### src/design/projected_point_bounding_box_core_macros.svh
// ----------------------------------------------------------------------------
// Assertion macros for the projected point bounding box core
// Concurrent checks on clk_i, held off while rst_ni is low.
// ----------------------------------------------------------------------------
`ifndef PROJECTED_POINT_BOUNDING_BOX_CORE_MACROS_SVH
`define PROJECTED_POINT_BOUNDING_BOX_CORE_MACROS_SVH

// property must hold at every clock edge
`define PBB_ASSERT(lbl, prop, msg) \
  lbl: assert property (@(posedge clk_i) disable iff (!rst_ni) (prop)) \
    else $error(msg);

// condition must never be true
`define PBB_ASSERT_NEVER(lbl, cond, msg) \
  lbl: assert property (@(posedge clk_i) disable iff (!rst_ni) !(cond)) \
    else $error(msg);

`endif

### src/design/pbb_pkg.sv
// ----------------------------------------------------------------------------
// Projected point bounding box package
// Shared constants, register codes, state types and helpers.
// ----------------------------------------------------------------------------
package pbb_pkg;

  localparam int CoordWidthDef   = 16;
  localparam int MaxScreenDimDef = 4096;

  localparam int CfgAddrW = 3;
  localparam int CfgDataW = 16;
  localparam int ScaleW   = 16;
  localparam int CamW     = 16;
  localparam int RegDimW  = 13;
  localparam int NearW    = 8;

  localparam int PosW      = 24;
  localparam int QuotW     = 24;
  localparam int LeftW     = 15;
  localparam int RightW    = 16;
  localparam int OutTdataW = 64;

  localparam logic signed [PosW-1:0] PosMax = 24'sh7FFFFF;
  localparam logic signed [PosW-1:0] PosMin = 24'sh800000;

  typedef enum logic [2:0] {
    REG_CAMERA_X,
    REG_CAMERA_Y,
    REG_CAMERA_Z,
    REG_SCALE_X,
    REG_SCALE_Y,
    REG_IMAGE_WIDTH,
    REG_IMAGE_HEIGHT,
    REG_NEAR_LIMIT
  } pbb_reg_e;

  localparam logic [CamW-1:0]    CamXRst   = 16'h0000;
  localparam logic [CamW-1:0]    CamYRst   = 16'h0180;
  localparam logic [CamW-1:0]    CamZRst   = 16'hFE00;
  localparam logic [ScaleW-1:0]  ScaleXRst = 16'd3909;
  localparam logic [ScaleW-1:0]  ScaleYRst = 16'd7094;
  localparam logic [RegDimW-1:0] WidthRst  = 13'd1960;
  localparam logic [RegDimW-1:0] HeightRst = 13'd1080;
  localparam logic [NearW-1:0]   NearRst   = 8'd0;

  typedef enum logic [1:0] {
    ST_IDLE,
    ST_CALC,
    ST_FINISH
  } pbb_state_e;

  typedef enum logic [2:0] {
    LN_IDLE,
    LN_MUL1,
    LN_MUL2,
    LN_PREP,
    LN_DIV,
    LN_FIN
  } pbb_lane_state_e;

  // Q.8 to integer, rounding toward zero
  function automatic logic signed [RightW-1:0] pbb_trunc_q8(logic signed [PosW-1:0] v);
    logic signed [PosW-1:0] b;
    b = v[PosW-1] ? (v + 24'sd255) : v;
    return b[PosW-1:8];
  endfunction

endpackage

### src/design/pbb_lane.sv
// ----------------------------------------------------------------------------
// Projection lane
// Bit-serial scale*dim and magnitude multiplies, restoring divide by the
// depth, floor correction, screen offset and 24 bit saturation.
// ----------------------------------------------------------------------------
module pbb_lane #(
  parameter int MAG_W = 16,
  parameter int DIM_W = 13,
  parameter int DEN_W = 21
) (
  input  logic                              clk_i,
  input  logic                              rst_ni,
  input  logic                              start_i,
  input  logic                              neg_i,
  input  logic [MAG_W-1:0]                  mag_i,
  input  logic [pbb_pkg::ScaleW-1:0]        scale_i,
  input  logic [DIM_W-1:0]                  dim_i,
  input  logic [DEN_W-1:0]                  den_i,
  output logic                              done_o,
  output logic signed [pbb_pkg::PosW-1:0]   pos_o
);
  import pbb_pkg::*;

  localparam int P1W   = DIM_W + ScaleW;
  localparam int NW    = P1W + MAG_W;
  localparam int HiW   = NW - QuotW;
  localparam int CmpW  = (HiW > DEN_W) ? HiW : DEN_W;
  localparam int MaxIt = (MAG_W > QuotW) ? MAG_W : QuotW;
  localparam int CntW  = $clog2(MaxIt);
  localparam int SumW  = PosW + 2;

  localparam logic signed [SumW-1:0] SumMax = SumW'(PosMax);
  localparam logic signed [SumW-1:0] SumMin = SumW'(PosMin);

  pbb_lane_state_e state_q, state_d;
  logic [CntW-1:0]  cnt_q, cnt_d;
  logic             done_q, done_d;
  logic             neg_q, neg_d;
  logic             ovf_q, ovf_d;
  logic [DEN_W-1:0] den_q, den_d;
  logic [P1W-1:0]   p1_q, p1_d;
  logic [NW-1:0]    n_q, n_d;
  logic [DEN_W-1:0] rem_q, rem_d;
  logic [QuotW-1:0] qn_q, qn_d;
  logic signed [PosW-1:0] pos_q, pos_d;

  always_comb begin
    state_d = state_q;
    unique case (state_q)
      LN_IDLE: if (start_i) state_d = LN_MUL1;
      LN_MUL1: if (cnt_q == '0) state_d = LN_MUL2;
      LN_MUL2: if (cnt_q == '0) state_d = LN_PREP;
      LN_PREP: state_d = LN_DIV;
      LN_DIV:  if (cnt_q == '0) state_d = LN_FIN;
      LN_FIN:  state_d = LN_IDLE;
      default: state_d = LN_IDLE;
    endcase
  end

  always_comb begin
    logic [DIM_W:0]         p1_hi;
    logic [P1W:0]           n_hi;
    logic [DEN_W:0]         trial;
    logic [DEN_W:0]         diff;
    logic                   ge;
    logic [DIM_W-1:0]       dim_m1;
    logic signed [SumW-1:0] qmag;
    logic signed [SumW-1:0] qval;
    logic signed [SumW-1:0] off;
    logic signed [SumW-1:0] sum;
    cnt_d  = cnt_q;
    done_d = 1'b0;
    neg_d  = neg_q;
    ovf_d  = ovf_q;
    den_d  = den_q;
    p1_d   = p1_q;
    n_d    = n_q;
    rem_d  = rem_q;
    qn_d   = qn_q;
    pos_d  = pos_q;
    p1_hi  = '0;
    n_hi   = '0;
    trial  = '0;
    diff   = '0;
    ge     = 1'b0;
    dim_m1 = '0;
    qmag   = '0;
    qval   = '0;
    off    = '0;
    sum    = '0;
    case (state_q)
      LN_IDLE: begin
        if (start_i) begin
          neg_d = neg_i;
          den_d = den_i;
          n_d   = {{P1W{1'b0}}, mag_i};
          p1_d  = {{DIM_W{1'b0}}, scale_i};
          cnt_d = CntW'(ScaleW - 1);
        end
      end
      LN_MUL1: begin
        p1_hi = {1'b0, p1_q[P1W-1:ScaleW]} + (p1_q[0] ? {1'b0, dim_i} : '0);
        p1_d  = {p1_hi, p1_q[ScaleW-1:1]};
        cnt_d = (cnt_q == '0) ? CntW'(MAG_W - 1) : cnt_q - 1'b1;
      end
      LN_MUL2: begin
        n_hi  = {1'b0, n_q[NW-1:MAG_W]} + (n_q[0] ? {1'b0, p1_q} : '0);
        n_d   = {n_hi, n_q[MAG_W-1:1]};
        cnt_d = cnt_q - 1'b1;
      end
      LN_PREP: begin
        ovf_d = CmpW'(n_q[NW-1:QuotW]) >= CmpW'(den_q);
        rem_d = DEN_W'(n_q[NW-1:QuotW]);
        qn_d  = n_q[QuotW-1:0];
        cnt_d = CntW'(QuotW - 1);
      end
      LN_DIV: begin
        trial = {rem_q, qn_q[QuotW-1]};
        diff  = trial - {1'b0, den_q};
        ge    = trial >= {1'b0, den_q};
        rem_d = ge ? diff[DEN_W-1:0] : trial[DEN_W-1:0];
        qn_d  = {qn_q[QuotW-2:0], ge};
        cnt_d = cnt_q - 1'b1;
      end
      LN_FIN: begin
        qmag   = $signed({2'b00, qn_q});
        qval   = neg_q ? (-qmag - $signed({{(SumW-1){1'b0}}, |rem_q})) : qmag;
        dim_m1 = dim_i - DIM_W'(1);
        off    = $signed(SumW'({dim_m1, 7'b0}));
        sum    = qval + off;
        if (ovf_q) begin
          pos_d = neg_q ? PosMin : PosMax;
        end else if (sum > SumMax) begin
          pos_d = PosMax;
        end else if (sum < SumMin) begin
          pos_d = PosMin;
        end else begin
          pos_d = sum[PosW-1:0];
        end
        done_d = 1'b1;
      end
      default: ;
    endcase
  end

  always_ff @(posedge clk_i or negedge rst_ni) begin
    if (!rst_ni) begin
      state_q <= LN_IDLE;
      cnt_q   <= '0;
      done_q  <= 1'b0;
    end else begin
      state_q <= state_d;
      cnt_q   <= cnt_d;
      done_q  <= done_d;
    end
  end

  always_ff @(posedge clk_i) begin
    neg_q <= neg_d;
    ovf_q <= ovf_d;
    den_q <= den_d;
    p1_q  <= p1_d;
    n_q   <= n_d;
    rem_q <= rem_d;
    qn_q  <= qn_d;
    pos_q <= pos_d;
  end

  assign done_o = done_q;
  assign pos_o  = pos_q;

endmodule

### src/design/projected_point_bounding_box_core.sv
// ----------------------------------------------------------------------------
// Projected point bounding box core
// Projects camera-relative points to screen space and emits their box.
// ----------------------------------------------------------------------------
// channel   dir  handshake                  payload
// s_axis    in   s_axis_tvalid/tready       tdata: point x,y,z; tlast: last point
// m_axis    out  m_axis_tvalid/tready       tdata: box l,t,r,b; tuser: box valid
// cfg       in   cfg_valid_i/cfg_ready_o    cfg_addr_i: register, cfg_data_i: value
//
// A visible point passes 16 steps of the scale*dimension multiply, the magnitude multiply
// one bit per cycle and 24 restoring divide steps, x and y in two lanes in lockstep.
// A point at or behind the near limit bypasses the lanes.
// Reset loads register defaults; the min/max store needs no clearing.
// The box waits in the output register while input continues; a last point
// stalls only while a previous box is still pending.
// ----------------------------------------------------------------------------
`include "projected_point_bounding_box_core_macros.svh"

module projected_point_bounding_box_core #(
  parameter int  COORD_WIDTH    = pbb_pkg::CoordWidthDef,
  parameter int  MAX_SCREEN_DIM = pbb_pkg::MaxScreenDimDef,
  localparam int InTdataW       = ((3 * COORD_WIDTH + 7) / 8) * 8
) (
  input  logic                            clk_i,
  input  logic                            rst_ni,
  input  logic                            s_axis_tvalid,
  output logic                            s_axis_tready,
  // point_x, point_y, point_z (COORD_WIDTH each), zero pad
  input  logic [InTdataW-1:0]             s_axis_tdata,
  input  logic                            s_axis_tlast,
  output logic                            m_axis_tvalid,
  input  logic                            m_axis_tready,
  // box_left[14:0], box_top[29:15], box_right[45:30], box_bottom[61:46], zero pad
  output logic [pbb_pkg::OutTdataW-1:0]   m_axis_tdata,
  // box_valid
  output logic                            m_axis_tuser,
  input  logic                            cfg_valid_i,
  output logic                            cfg_ready_o,
  input  logic [pbb_pkg::CfgAddrW-1:0]    cfg_addr_i,
  input  logic [pbb_pkg::CfgDataW-1:0]    cfg_data_i
);
  import pbb_pkg::*;

  localparam int CW      = COORD_WIDTH;
  localparam int DW      = ((CW > CamW) ? CW : CamW) + 1;
  localparam int MagW    = DW - 1;
  localparam int DenW    = DW + 4;
  localparam int DimW    = $clog2(MAX_SCREEN_DIM + 1);
  localparam int DimCmpW = (DimW > RegDimW) ? DimW : RegDimW;

  logic [CamW-1:0]    cam_x_q, cam_y_q, cam_z_q;
  logic [ScaleW-1:0]  scale_x_q, scale_y_q;
  logic [RegDimW-1:0] width_q, height_q;
  logic [NearW-1:0]   near_q;

  pbb_state_e state_q, state_d;
  logic last_q, last_d;
  logic seen_q, seen_d;
  logic signed [PosW-1:0] min_x_q, max_x_q, min_y_q, max_y_q;
  logic signed [PosW-1:0] min_x_d, max_x_d, min_y_d, max_y_d;
  logic                   m_valid_q, m_valid_d;
  logic [OutTdataW-1:0]   m_data_q, m_data_d;
  logic                   m_user_q, m_user_d;

  logic [DimW-1:0] w_dim, h_dim, w_m1, h_m1;
  logic signed [DW-1:0] cx, cy, cz;
  logic [MagW-1:0] mag_x, mag_y;
  logic [DenW-1:0] den;
  logic neg_x, neg_y, visible, accept;
  logic lane_start, out_load;
  logic x_done, y_done;
  logic signed [PosW-1:0] x_pos, y_pos;

  // configuration
  assign cfg_ready_o = 1'b1;

  always_ff @(posedge clk_i or negedge rst_ni) begin
    if (!rst_ni) begin
      cam_x_q   <= CamXRst;
      cam_y_q   <= CamYRst;
      cam_z_q   <= CamZRst;
      scale_x_q <= ScaleXRst;
      scale_y_q <= ScaleYRst;
      width_q   <= WidthRst;
      height_q  <= HeightRst;
      near_q    <= NearRst;
    end else if (cfg_valid_i && cfg_ready_o) begin
      unique case (pbb_reg_e'(cfg_addr_i))
        REG_CAMERA_X:     cam_x_q   <= cfg_data_i;
        REG_CAMERA_Y:     cam_y_q   <= cfg_data_i;
        REG_CAMERA_Z:     cam_z_q   <= cfg_data_i;
        REG_SCALE_X:      scale_x_q <= cfg_data_i;
        REG_SCALE_Y:      scale_y_q <= cfg_data_i;
        REG_IMAGE_WIDTH:  width_q   <= cfg_data_i[RegDimW-1:0];
        REG_IMAGE_HEIGHT: height_q  <= cfg_data_i[RegDimW-1:0];
        REG_NEAR_LIMIT:   near_q    <= cfg_data_i[NearW-1:0];
      endcase
    end
  end

  // screen dimensions saturated into 1..MAX_SCREEN_DIM
  always_comb begin
    logic [DimCmpW-1:0] we;
    logic [DimCmpW-1:0] he;
    we = DimCmpW'(width_q);
    he = DimCmpW'(height_q);
    if (we == '0) w_dim = DimW'(1);
    else if (we > DimCmpW'(MAX_SCREEN_DIM)) w_dim = DimW'(MAX_SCREEN_DIM);
    else w_dim = DimW'(we);
    if (he == '0) h_dim = DimW'(1);
    else if (he > DimCmpW'(MAX_SCREEN_DIM)) h_dim = DimW'(MAX_SCREEN_DIM);
    else h_dim = DimW'(he);
    w_m1 = w_dim - DimW'(1);
    h_m1 = h_dim - DimW'(1);
  end

  // camera-relative point
  always_comb begin
    logic [CW-1:0] px, py, pz;
    px = s_axis_tdata[CW-1:0];
    py = s_axis_tdata[2*CW-1:CW];
    pz = s_axis_tdata[3*CW-1:2*CW];
    cx = $signed({{(DW-CW){px[CW-1]}}, px}) - $signed({{(DW-CamW){cam_x_q[CamW-1]}}, cam_x_q});
    cy = $signed({{(DW-CW){py[CW-1]}}, py}) - $signed({{(DW-CamW){cam_y_q[CamW-1]}}, cam_y_q});
    cz = $signed({{(DW-CW){pz[CW-1]}}, pz}) - $signed({{(DW-CamW){cam_z_q[CamW-1]}}, cam_z_q});
    visible = cz > $signed({{(DW-NearW){1'b0}}, near_q});
    neg_x   = cx[DW-1];
    neg_y   = ~cy[DW-1];
    mag_x   = cx[DW-1] ? MagW'(-cx) : MagW'(cx);
    mag_y   = cy[DW-1] ? MagW'(-cy) : MagW'(cy);
    den     = {cz[MagW-1:0], 5'b0};
  end

  pbb_lane #(
    .MAG_W (MagW),
    .DIM_W (DimW),
    .DEN_W (DenW)
  ) u_lane_x (
    .clk_i   (clk_i),
    .rst_ni  (rst_ni),
    .start_i (lane_start),
    .neg_i   (neg_x),
    .mag_i   (mag_x),
    .scale_i (scale_x_q),
    .dim_i   (w_dim),
    .den_i   (den),
    .done_o  (x_done),
    .pos_o   (x_pos)
  );

  pbb_lane #(
    .MAG_W (MagW),
    .DIM_W (DimW),
    .DEN_W (DenW)
  ) u_lane_y (
    .clk_i   (clk_i),
    .rst_ni  (rst_ni),
    .start_i (lane_start),
    .neg_i   (neg_y),
    .mag_i   (mag_y),
    .scale_i (scale_y_q),
    .dim_i   (h_dim),
    .den_i   (den),
    .done_o  (y_done),
    .pos_o   (y_pos)
  );

  // next state
  always_comb begin
    state_d = state_q;
    unique case (state_q)
      ST_IDLE: begin
        if (s_axis_tvalid) state_d = visible ? ST_CALC : ST_FINISH;
      end
      ST_CALC: if (x_done) state_d = ST_FINISH;
      ST_FINISH: begin
        if (!last_q || !m_valid_q || m_axis_tready) state_d = ST_IDLE;
      end
      default: state_d = ST_IDLE;
    endcase
  end

  // control outputs
  always_comb begin
    s_axis_tready = (state_q == ST_IDLE);
    accept        = s_axis_tvalid && s_axis_tready;
    lane_start    = accept && visible;
    out_load      = (state_q == ST_FINISH) && last_q && (!m_valid_q || m_axis_tready);
  end

  // running box and output word
  always_comb begin
    logic signed [RightW-1:0] l16, t16, r16, b16;
    logic [LeftW-1:0]  left, top;
    logic [RightW-1:0] right, bottom;
    last_d    = accept ? s_axis_tlast : last_q;
    seen_d    = seen_q;
    min_x_d   = min_x_q;
    max_x_d   = max_x_q;
    min_y_d   = min_y_q;
    max_y_d   = max_y_q;
    m_valid_d = m_valid_q;
    m_data_d  = m_data_q;
    m_user_d  = m_user_q;

    l16 = pbb_trunc_q8(min_x_q);
    t16 = pbb_trunc_q8(min_y_q);
    r16 = pbb_trunc_q8(max_x_q);
    b16 = pbb_trunc_q8(max_y_q);
    left   = l16[RightW-1] ? '0 : l16[LeftW-1:0];
    top    = t16[RightW-1] ? '0 : t16[LeftW-1:0];
    right  = ($signed({r16[RightW-1], r16}) > $signed((RightW+1)'(w_m1))) ?
             RightW'(w_m1) : r16;
    bottom = ($signed({b16[RightW-1], b16}) > $signed((RightW+1)'(h_m1))) ?
             RightW'(h_m1) : b16;

    if (x_done) begin
      seen_d = 1'b1;
      if (!seen_q || (x_pos < min_x_q)) min_x_d = x_pos;
      if (!seen_q || (x_pos > max_x_q)) max_x_d = x_pos;
      if (!seen_q || (y_pos < min_y_q)) min_y_d = y_pos;
      if (!seen_q || (y_pos > max_y_q)) max_y_d = y_pos;
    end

    if (m_axis_tready) m_valid_d = 1'b0;
    if (out_load) begin
      m_valid_d = 1'b1;
      m_user_d  = seen_q;
      m_data_d  = seen_q ? {2'b00, bottom, right, top, left} : '0;
      seen_d    = 1'b0;
    end
  end

  always_ff @(posedge clk_i or negedge rst_ni) begin
    if (!rst_ni) begin
      state_q   <= ST_IDLE;
      last_q    <= 1'b0;
      seen_q    <= 1'b0;
      m_valid_q <= 1'b0;
    end else begin
      state_q   <= state_d;
      last_q    <= last_d;
      seen_q    <= seen_d;
      m_valid_q <= m_valid_d;
    end
  end

  always_ff @(posedge clk_i) begin
    min_x_q  <= min_x_d;
    max_x_q  <= max_x_d;
    min_y_q  <= min_y_d;
    max_y_q  <= max_y_d;
    m_data_q <= m_data_d;
    m_user_q <= m_user_d;
  end

  assign m_axis_tvalid = m_valid_q;
  assign m_axis_tdata  = m_data_q;
  assign m_axis_tuser  = m_user_q;

  `PBB_ASSERT(a_lanes_lockstep, x_done == y_done, "x and y lanes out of step")
  `PBB_ASSERT(a_done_in_calc, x_done |-> (state_q == ST_CALC), "lane result outside calc")
  `PBB_ASSERT(a_clear_after_box, out_load |=> !seen_q, "box state not cleared")
  `PBB_ASSERT_NEVER(a_empty_box_zero, m_axis_tvalid && !m_axis_tuser && (m_axis_tdata != '0), "empty box not zero")

endmodule

### config.mk
export PLATFORM = sky130hd
export DESIGN_NAME = projected_point_bounding_box_core
export DESIGN_NICKNAME = d
export VERILOG_FILES = /design/src/design/pbb_pkg.sv /design/src/design/pbb_lane.sv /design/src/design/projected_point_bounding_box_core.sv
export VERILOG_INCLUDE_DIRS = /design/src /design/src/design
export SDC_FILE = /design/constraint.sdc
export NUM_CORES = 2
export LEC_CHECK = 0
export BUFFER_PORTS_ARGS = -buffer_cell sky130_fd_sc_hd__buf_4
export CORE_ASPECT_RATIO = 1.4
export CORE_UTILIZATION = 45
export CTS_CLUSTER_DIAMETER = 80
export DETAILED_ROUTE_END_ITERATION = 12
export HOLD_SLACK_MARGIN = 0.03
export PLACE_DENSITY_LB_ADDON = 0.1
export SETUP_SLACK_MARGIN = 0.02
export SLEW_MARGIN = 20
export SYNTH_ARGS = -nofsm -noshare
export SYNTH_HDL_FRONTEND = slang
export SYNTH_HIERARCHICAL = 1
export SYNTH_SLANG_ARGS = --single-unit
### constraint.sdc
create_clock -name clk_i -period 6.75 [get_ports clk_i]
set_input_delay 0 -clock clk_i [delete_from_list [all_inputs] [get_ports clk_i]]
set_output_delay 0 -clock clk_i [all_outputs]
set_load 0.05 [all_outputs]
==> run metrics <==
number of nets in the layout=5315; post-layout min period=6.23 ns; setup_tns=0 ns; Critical Path End Type=flop; worst-case reg-to-reg path depth=26; Avg Synthesized Cell Area=9.56 um2; setup repair after global routing missed its margin=false; horizontal die dimension=267 um; wire length after detailed routing=125 mm; Core Rows=135; static power due to leakage=20.8 nW; pin count of the biggest net entering global routing=83; vias per cell=5.60; DR pass1 iterations=6; number of hold violations in the final report=0; Data arrival, critical path=6.72 ns; Synth Cell Area=44200 um2; share of the clock period used by the worst path=92.3%; crit-path max FO=15; final worst slack=0.517 ns; number of buffers inserted by port buffering=137; number of ports placed on the die boundary=141; WL per Instance=20.3 um; overall overflow remaining after global route=0; Peak supply drop=211 uV; CTS H-tree depth=3; count of maximum capacitance violations=0; count of synthesis-stage warnings from yosys=6; core outline area=97000 um2; final setup skew=0.0194 ns; Final Setup Violations=0; total power density per cell area=305 nW/um2; global-route wire length before repair=192 mm; TritonCTS Buffers=70; die extent in y=373 um; final slew viol count=0; TritonCTS clock tree=built; fraction of final layout cells with drive strength greater than 1=11.1%; Layout Cell Area excl Fill=49600 um2; post-CTS clock slew at the launch and capture registers of the worst setup and hold paths=0.06 ns; starting density of the core=45.6%; outcome=completed; antenna violations before repair=6; root cell of the clock tree=sky130_fd_sc_hd__clkbuf_16; clock network latency to the later pin of the worst-skew pair=0.65 ns; Clock Tree Buf Depth=3; peak clock frequency supported by timing=160 MHz; required arrival time at the worst endpoint=7.23 ns; synthesized instance count=4623; DR iter-0 viols=2178; via count of the first global-routing pass=33923; final core utilization=51.2%; count of nets left with antenna violations after detail routing=0; Filler Cell Count=9194; start-to-end type of the worst setup path=flop to flop; Setup Slack @ Placement=0.198 ns; routability congestion estimate from global placement=0.901; vias post-DR=34511; class of the most critical hold timing path=input pin to async pin; worst slew pin tran=1.05 ns; Total Routing Usage GR=25.1%; floorplan die area=99500 um2; area growth from synthesis to layout=12.2%; HPWL reported at the end of detailed placement=94.5 mm; CP startpoint kind=flop; Area after DPL=46800 um2; slew margin rel.=29.9%; number of clock sinks=627; Post-route DRC=0
==> cell usage in the layout (no fill, tap or decap), drive strengths merged, types with 29 or more instances in the layout <==
cell type      n
a21oi        246
nand2        504
nand4         57
mux2i         31
nor4          40
a31oi         37
o21ai        348
dlygate4sd3   43
a21o         114
inv          387
nor2         313
ha           432
edfxtp       491
nor2b         67
o31ai         41
a211oi        48
and3          32
xor2          96
nor3         118
clkbuf        85
dfstp         35
and2         103
xnor2        163
clkinv        29
nand3        125
dfrtp        101
or3           31
o21a          55
buf          186
mux2          90
nand2b        65
==> per-layer routing <==
layer	vias up	GRT usage (%)	share of wire, %
li1	17064	-	-
met1	16572	29.9	41
met2	682	45.9	52
met3	193	2.76	3.7
met4	0	9.47	3.4
met5	-	0	0
==> worst max-delay path: stages, from the launching register on <==
cell	delay (ns)
sky130_fd_sc_hd__edfxtp_1	0.41
sky130_fd_sc_hd__or4_1	0.54
sky130_fd_sc_hd__nor4_1	0.23
sky130_fd_sc_hd__buf_4	0.20
sky130_fd_sc_hd__ha_1	0.15
sky130_fd_sc_hd__ha_1	0.18
sky130_fd_sc_hd__inv_1	0.05
sky130_fd_sc_hd__ha_1	0.20
sky130_fd_sc_hd__o21bai_1	0.19
sky130_fd_sc_hd__o21ai_1	0.15
sky130_fd_sc_hd__a21oi_2	0.25
sky130_fd_sc_hd__o21ai_2	0.12
sky130_fd_sc_hd__o21a_1	0.23
sky130_fd_sc_hd__xnor2_1	0.13
sky130_fd_sc_hd__nand2_1	0.06
sky130_fd_sc_hd__o21ai_0	0.10
sky130_fd_sc_hd__ha_1	0.37
sky130_fd_sc_hd__a21o_1	0.20
sky130_fd_sc_hd__a21oi_1	0.20
sky130_fd_sc_hd__a21oi_1	0.11
sky130_fd_sc_hd__or2_1	0.26
sky130_fd_sc_hd__or4_1	0.48
sky130_fd_sc_hd__o31ai_1	0.20
sky130_fd_sc_hd__o31ai_1	0.12
sky130_fd_sc_hd__a21oi_2	0.43
sky130_fd_sc_hd__nand2_4	0.23
sky130_fd_sc_hd__o31ai_2	0.25
==> power breakdown <==
part	switching [mW]	total, mW	internal (mW)
Sequential	0.393	5.37	4.98
Combinational	3.57	5.91	2.34
Clock	1.68	3.86	2.18
==> area by class of cell <==
cell class / count / area, um2 / area share, %
multi-input combinational: 3491 / 24200 / 48.8
clock buffer: 85 / 1890 / 3.81
tap: 1301 / 1630 / 3.28
clock inverter: 44 / 405 / 0.817
inverter: 380 / 1430 / 2.88
sequential: 627 / 18200 / 36.7
antenna: 4 / 10.0 / 0.0202
timing repair buffer: 229 / 1860 / 3.74
==> per-stage QoR <==
step	power (mW)	std cells	hold WS [ns]
floorplan	9.67	4634	-0.296
global placement	11.2	5981	0.159
detailed placement	11.3	5982	0.166
CTS	15.2	6154	0.0417
global route	16.1	6157	0.113
finish	15.1	6161	0.0353
==> sequential cells by signal (all words and copies together) (netlist names), 24 cells and up <==
register        cells
m_axis_tdata       62
u_lane_x/n_q       45
u_lane_y/n_q       45
u_lane_x/p1_q      29
u_lane_y/p1_q      29
max_x_q            24
max_y_q            24
min_x_q            24
min_y_q            24
u_lane_x/pos_o     24
u_lane_x/qn_q      24
u_lane_y/pos_o     24
u_lane_y/qn_q      24
==> worst paths after layout <==
path	startpoint	slack, ns	endpoint
worst min-delay path	rst_ni	0.04	last_q
worst max register to register	u_lane_y/rem_q[18]	0.52	u_lane_y/pos_o[11]
worst max-delay path	u_lane_y/rem_q[18]	0.52	u_lane_y/pos_o[11]
min in group clk_i	s_axis_tdata[0]	0.08	u_lane_x/n_q[0]
max in group asynchronous	rst_ni	5.36	scale_x_q[14]
worst min register to register	u_lane_y/pos_o[0]	0.48	min_y_q[0]
==> what timing repair did <==
| action | 4_1_cts | 5_1_grt |
|---|---|---|
| endpoints found under the hold margin | 222 | 0 |
| setup endpoints to repair | 0 | 43 |
| gates resized for setup | 0 | 11 |
| setup buffers | 0 | 3 |
| hold buffers | 43 | 0 |
Note: power is estimated with default switching activity, not from simulation.
